`src/hw/rtl/fip_pkg.sv`:
```
// Shared types and constants for the flat IOMMU page table.
// Used by fip_datapath, fip_ctrl and flat_iommu_page_table; no dependencies.
package fip_pkg;

	// Field widths fixed by the command format
	localparam int ADDR_W = 48;
	localparam int LEN_W  = 32;
	localparam int PERM_W = 12;
	localparam int CFG_W  = 11;
	localparam int KIND_W = 2;

	// Defaults for the top-level parameters
	localparam int DEF_TABLE_PAGES = 1024;
	localparam int DEF_PAGE_BITS   = 12;

	// Active page count after reset
	localparam logic [CFG_W-1:0] ACTIVE_RST = 11'd1024;

	// Command codes
	localparam logic [KIND_W-1:0] KIND_MAP    = 2'd0;
	localparam logic [KIND_W-1:0] KIND_UNMAP  = 2'd1;
	localparam logic [KIND_W-1:0] KIND_REVOKE = 2'd2;
	localparam logic [KIND_W-1:0] KIND_BAD    = 2'd3;

	// Controller to datapath
	typedef struct packed {
		logic load;       // latch an input beat
		logic rd;         // read present bit at current index
		logic wr_map;     // write a present entry at current index
		logic wr_zero;    // clear entry at current index
		logic step;       // advance index, count and physical page
		logic res_load;   // load the output register
		logic res_status; // value to load
	} dp_cmd_t;

	// Datapath to controller
	typedef struct packed {
		logic [KIND_W-1:0] kind;
		logic              aligned;
		logic              rem_zero;
		logic              in_range;
		logic              present;
		logic              clr_last;
	} dp_stat_t;

endpackage

```
`src/hw/rtl/fip_ctrl.sv`:
```
// Controller of the flat IOMMU page table: sequences clearing, map, unmap and
// revoke walks and owns the handshakes. Depends on fip_pkg.
module fip_ctrl (
	input  logic              clk,
	input  logic              arst_n,
	input  logic              in_valid,
	output logic              in_ready,
	output logic              out_valid,
	input  logic              out_ready,
	input  fip_pkg::dp_stat_t stat,
	output fip_pkg::dp_cmd_t  cmd
);
	import fip_pkg::*;

	localparam logic [2:0] ST_CLEAR  = 3'd0;
	localparam logic [2:0] ST_IDLE   = 3'd1;
	localparam logic [2:0] ST_DECODE = 3'd2;
	localparam logic [2:0] ST_CHECK  = 3'd3;
	localparam logic [2:0] ST_EVAL   = 3'd4;
	localparam logic [2:0] ST_REVOKE = 3'd5;
	localparam logic [2:0] ST_DONE   = 3'd6;

	logic [2:0] state_q, state_d;
	logic       fail_q, fail_d;
	logic       out_valid_q;
	logic       slot_free;

	assign in_ready  = (state_q == ST_IDLE);
	assign out_valid = out_valid_q;
	assign slot_free = !out_valid_q || out_ready;

	// Next state and commands
	always_comb begin
		state_d        = state_q;
		fail_d         = fail_q;
		cmd            = '0;
		cmd.res_status = fail_q;
		unique case (state_q)
			ST_CLEAR: begin
				cmd.wr_zero = 1'b1;
				cmd.step    = 1'b1;
				if (stat.clr_last) begin
					state_d = ST_IDLE;
				end
			end
			ST_IDLE: begin
				if (in_valid) begin
					cmd.load = 1'b1;
					state_d  = ST_DECODE;
				end
			end
			ST_DECODE: begin
				case (stat.kind)
					KIND_MAP, KIND_UNMAP: begin
						if (stat.aligned) begin
							state_d = ST_CHECK;
						end else begin
							fail_d  = 1'b1;
							state_d = ST_DONE;
						end
					end
					KIND_REVOKE: state_d = ST_REVOKE;
					default: begin
						fail_d  = 1'b1;
						state_d = ST_DONE;
					end
				endcase
			end
			ST_CHECK: begin
				if (stat.rem_zero) begin
					fail_d  = 1'b0;
					state_d = ST_DONE;
				end else if (!stat.in_range) begin
					fail_d  = 1'b1;
					state_d = ST_DONE;
				end else begin
					cmd.rd  = 1'b1;
					state_d = ST_EVAL;
				end
			end
			ST_EVAL: begin
				// Map needs a free entry, unmap a present one
				if ((stat.kind == KIND_MAP) == stat.present) begin
					fail_d  = 1'b1;
					state_d = ST_DONE;
				end else begin
					cmd.wr_map  = (stat.kind == KIND_MAP);
					cmd.wr_zero = (stat.kind != KIND_MAP);
					cmd.step    = 1'b1;
					state_d     = ST_CHECK;
				end
			end
			ST_REVOKE: begin
				if (stat.in_range) begin
					cmd.wr_zero = 1'b1;
					cmd.step    = 1'b1;
				end else begin
					fail_d  = 1'b0;
					state_d = ST_DONE;
				end
			end
			ST_DONE: begin
				if (slot_free) begin
					cmd.res_load = 1'b1;
					state_d      = ST_IDLE;
				end
			end
			default: state_d = ST_IDLE;
		endcase
	end

	// State, result flag and output valid
	always_ff @(posedge clk or negedge arst_n) begin
		if (!arst_n) begin
			state_q     <= ST_CLEAR;
			fail_q      <= 1'b0;
			out_valid_q <= 1'b0;
		end else begin
			state_q <= state_d;
			fail_q  <= fail_d;
			if (cmd.res_load) begin
				out_valid_q <= 1'b1;
			end else if (out_ready) begin
				out_valid_q <= 1'b0;
			end
		end
	end

endmodule

```
`config.mk`:
```
export PLATFORM = sky130hd
export DESIGN_NAME = fip_ctrl
export DESIGN_NICKNAME = d
export VERILOG_FILES = /design/src/hw/rtl/fip_pkg.sv /design/src/hw/rtl/fip_ctrl.sv
export SDC_FILE = /design/constraint.sdc
export NUM_CORES = 1
export LEC_CHECK = 0
export BUFFER_PORTS_ARGS = -buffer_cell sky130_fd_sc_hd__buf_2
export CORE_AREA = 2 2 39 41
export CTS_CLUSTER_SIZE = 10
export DETAILED_ROUTE_END_ITERATION = 6
export DIE_AREA = 0 0 41 43
export PLACE_DENSITY = 0.72
export SETUP_SLACK_MARGIN = 0.4
export SLEW_MARGIN = 30
export SYNTH_ARGS = -nofsm -noshare
export SYNTH_HDL_FRONTEND = slang
export SYNTH_SLANG_ARGS = --single-unit
```
`constraint.sdc`:
```
create_clock -name clk -period 3.6 [get_ports clk]
set_clock_uncertainty 0.1 [all_clocks]
set_input_delay 0.54 -clock clk [delete_from_list [all_inputs] [get_ports clk]]
set_output_delay 0.54 -clock clk [all_outputs]
set_load 0.005 [all_outputs]
```
# After elaboration in Yosys (flattened, before gate mapping)
# Cells that the tools add are included.
[totals]
register_bits = 5
input_bits = 11
out_inout_bits = 9
wordCells = 60
[op_classes]
eq_ne = 17
mux = 30
n_reduce_logical = 10
[op_table]
columns = ["operator", "count"]
rows = [
  ["$mux 3", 8],
  ["$pmux 3 s7", 1],
  ["$mux 1", 15],
  ["$ne 2x2->1 const B", 6],
  ["$eq 3x3->1 const B", 3],
  ["$eq 3x2->1 const B", 2],
  ["$ne 3x3->1 const B", 2],
  ["$pmux 2 s3", 1],
  ["$pmux 3 s2", 1],
  ["$reduce_and 6->1", 1],
  ["$mux 2", 2],
  ["$pmux 1 s4", 1],
  ["$reduce_and 4->1", 1],
  ["$reduce_bool 2->1", 2],
  ["$reduce_bool 4->1", 1],
  ["$eq 3x1->1 const B", 1],
  ["$logic_not 3->1", 1],
  ["$eq 2x1->1 const B", 1],
  ["$eq 2x2->1 const B", 1],
  ["$logic_not 2->1", 1],
  ["$pmux 1 s2", 1],
  ["$reduce_or 2->1", 1],
  ["$eq 1x1->1", 1],
  ["$logic_not 1->1", 1],
  ["$logic_or 1x1->1", 1],
]

# Logic depth before layout (Yosys ltp)
[depth]
word_depth = 5
ltp_mapped = 7

# Least setup slack after synthesis
# No wires, ideal clock.
[synth_timing]
kind = "input port to output port"
from = "in stat[5] in the netlist's numbering"
to = "out cmd[2] in the netlist's numbering"
arrival_ps = 1173
required_time_ps = 2960
slack_ps = 1787
cell_stages = 5
n_path_buf = 0
cell_sequence = "nor2_1 -> ha_1 -> a21oi_1 -> a21oi_1 -> nor2_1"
[synth_rtl]
columns = ["item", "line", "text"]
rows = [
  ["from (decl)", "fip_ctrl.sv:10", "input fip_pkg::dp_stat_t stat,"],
  ["to (decl)", "fip_ctrl.sv:11", "output fip_pkg::dp_cmd_t cmd"],
]

==> results.yml <==
cells_and_area:
  antenna_cells: 0
  final_nets: 95
  fill_cells: 158
  post-route-cell-area_um2: 622
  syn2layout_area_growth_pct: 22.4
  layout-drive-gt1-share_pct: 34.6
  finish.utilization_pct: 44.9
cts:
  htree_levels: 1
  cts_sinks: 5
  post_cts_resized: 0
  clkSlewWorstSetupHoldPaths_ns: 0.05
  numCtsBuffers: 3
  clock-root-buffer: "clkbuf_4"
  cts_tree: "built"
  clock_latency_ns: 0.24
  max-clock-path-buffers: 2
  post_cts_buffers: 0
pwr:
  peakVddDrop_v: 0.000294
  power.switching_w: 0.000205
  p_comb_share_pct: 53.8
  cellLeakagePower_nw: 0.323
  power.share.clock_pct: 13.7
  p_per_area_mw_per_mm2: 752
  power_frac_seq_pct: 32.5
  p_sw_share_pct: 43.9
  p_int_w: 0.000263
routing:
  drt-pass1-iter-count: 3
  drcViolationCount: 0
  vias: 508
  viasPerCell: 5.24
  routedWlPerCell_um: 11.6
  totalWireLength_mm: 1.12
  ant_nets: 0
  drt_iter0_drc: 14
logic_synthesis:
  syn_area_per_cell_um2: 8.19
  async_reset_ff_share_pct: 100
  seq_area_frac_synth_pct: 24.6
  netlist_area_um2: 508
  synth_edf_count: 0
  synth_area_leader_cell: "dfrtp_1"
  synth-seq-cells: 5
  synth_nets: 75
  ys.flop_type: "dfrtp_1"
  synth_top_area_share_pct: 24.6
  yosys-top-cells-area: "dfrtp_1, nor2_1, ha_1"
  yosys_warnings: 0
  ys_types: 33
  syn_inst: 62
sta:
  hold_violations: 0
  hold-worst-slack_ns: 0.457
  finalMaxSlewViolations: 0
  fin_crit_ns: 2.10
  relSlewSlack_pct: 67.0
  setup_violations: 0
  rsz0062_at_grt: "no"
  period_share_pct: 58.2
  max_freq_mhz: 477
  tightestPinTransition_ns: 0.495
  fin_ws_ns: 1.50
  finalSetupTns_ns: 0
floorplan:
  fp.dieArea_mm2: 0.00176
  std_cell_rows: 14
  die_width_um: 41
  coreArea_mm2: 0.00138
  ios: 20
  die_y_um: 43
  start_util_pct: 36.7
grt:
  grt_usage_pct: 14.8
  grt_pass1_wl_mm: 1.83
  grt_start_max_net_pins: 19
  antenna_found_initial: 0
  grt_pass1_vias: 482
  overflow: 0
placed_design:
  port_buffers: 19
  dpl.hpwl_um: 804
  place_congestion: 0.728
  dpl-instance-area_um2: 586
  place_ws_ns: 1.49
setup_path:
  crit_path_end_kind: "primary output"
  worstPathArrival_ns: 1.46
  start_kind: "input port"
  required_ns: 2.96
  crit_fanout: 2
  critPathKind: "input port to primary output"
run:
  drv_cap: 0
worst_hold_path:
  hp-class: "flop to flop"
outcome:
  status: "complete, no violations"
per-stage QoR:
step | instances | total power [W]
after floorplan | 62 | 0.000354
after global placement | 92 | 0.000391
after detailed placement | 92 | 0.000397
after CTS | 97 | 0.000469
after global routing | 97 | 0.000513
final | 97 | 0.000468
worst max-delay path, cell delays in order:
cell and delay [ns]:
buf_2 0.10, nor2_1 0.14, ha_1 0.26, a21oi_1 0.15
a21oi_1 0.06, nor2_1 0.09, buf_2 0.12
cell usage after synthesis, types with 2 or more instances:
master    n
buf_4     3
ha_1      2
nand2b_1  4
nor2_1    8
nand2_1   2
a21oi_1   4
and2_1    2
o22ai_1   2
dfrtp_1   5
nor2b_1   3
o21ai_0   2
inv_1     4
cells by family (layout without fill, tap and decap cells):
| kind of cell | after synthesis | count (layout) | share of synthesized area, % |
|---|---|---|---|
| AO/OA/AOI/OAI | 15 | 15 | 19.7 |
| buffers and inverters | 9 | 28 | 10.3 |
| adder cells (fa/ha/maj) | 2 | 2 | 4.93 |
| AND/OR/NAND/NOR | 29 | 29 | 35.5 |
| flip-flops | 5 | 5 | 24.6 |
| multiplexers | 2 | 2 | 4.93 |
metal layers:
metal | global-route usage [%] | wire [µm] | share of wire, %
met5 | 0 | 0 | 0
met4 | 4.67 | 0 | 0
met3 | 1.57 | 43 | 3.8
met2 | 26.6 | 580 | 52
met1 | 17.0 | 498 | 44
layout by cell type, fill, tap and decap left out, types with 2 or more instances in the layout:
cell type   n
nand2b_1    4
inv_1       4
buf_2      19
nand2_1     2
o22ai_1     2
o21ai_0     2
clkbuf_4    3
nor2b_1     3
a21oi_1     4
ha_1        2
nor2_1      8
and2_1      2
dfrtp_1     5
repair_timing:
action | 4_1_cts | 5_1_grt
setup endpoints to repair | 0 | 0
hold endpoints to repair | 2 | 0
hold buffers | 1 | 0
area by class of cell:
type                    instances  area, µm²  share of cell area [%]
multi-input cells              48        330                    53.1
flip-flops and latches          5        125                    20.1
repair buffers                 20        105                    16.9
clock buffers                   4       26.3                    4.23
well taps                      16       20.0                    3.22
inverters                       4       15.0                    2.41
power groups by stage:
stage                     combinational [W]  clock [W]  sequential, W
after floorplan                    0.000258          0      0.0000954
after global placement             0.000241          0       0.000150
after detailed placement           0.000245          0       0.000151
after CTS                          0.000253  0.0000648       0.000151
after global routing               0.000282  0.0000695       0.000161
final                              0.000252  0.0000639       0.000152
final timing paths:
path,start,to,slack [ns],depth (start not counted)
worst max-delay path,stat[5],cmd[2],1.50,7
worst min-delay path,out_valid,out_valid,0.46,2
worst max register to register,state_q[0],state_q[0],1.91,4
worst min register to register,out_valid,out_valid,0.46,2
max in group asynchronous,arst_n,state_q[1],2.73,2
min in group asynchronous,arst_n,out_valid,0.54,2
flip-flops by register name, summed over array words and instances, names as in the netlist:
name and count:
fail_q 1, out_valid 1, state_q 3
Power figures use the tool's default switching activity.
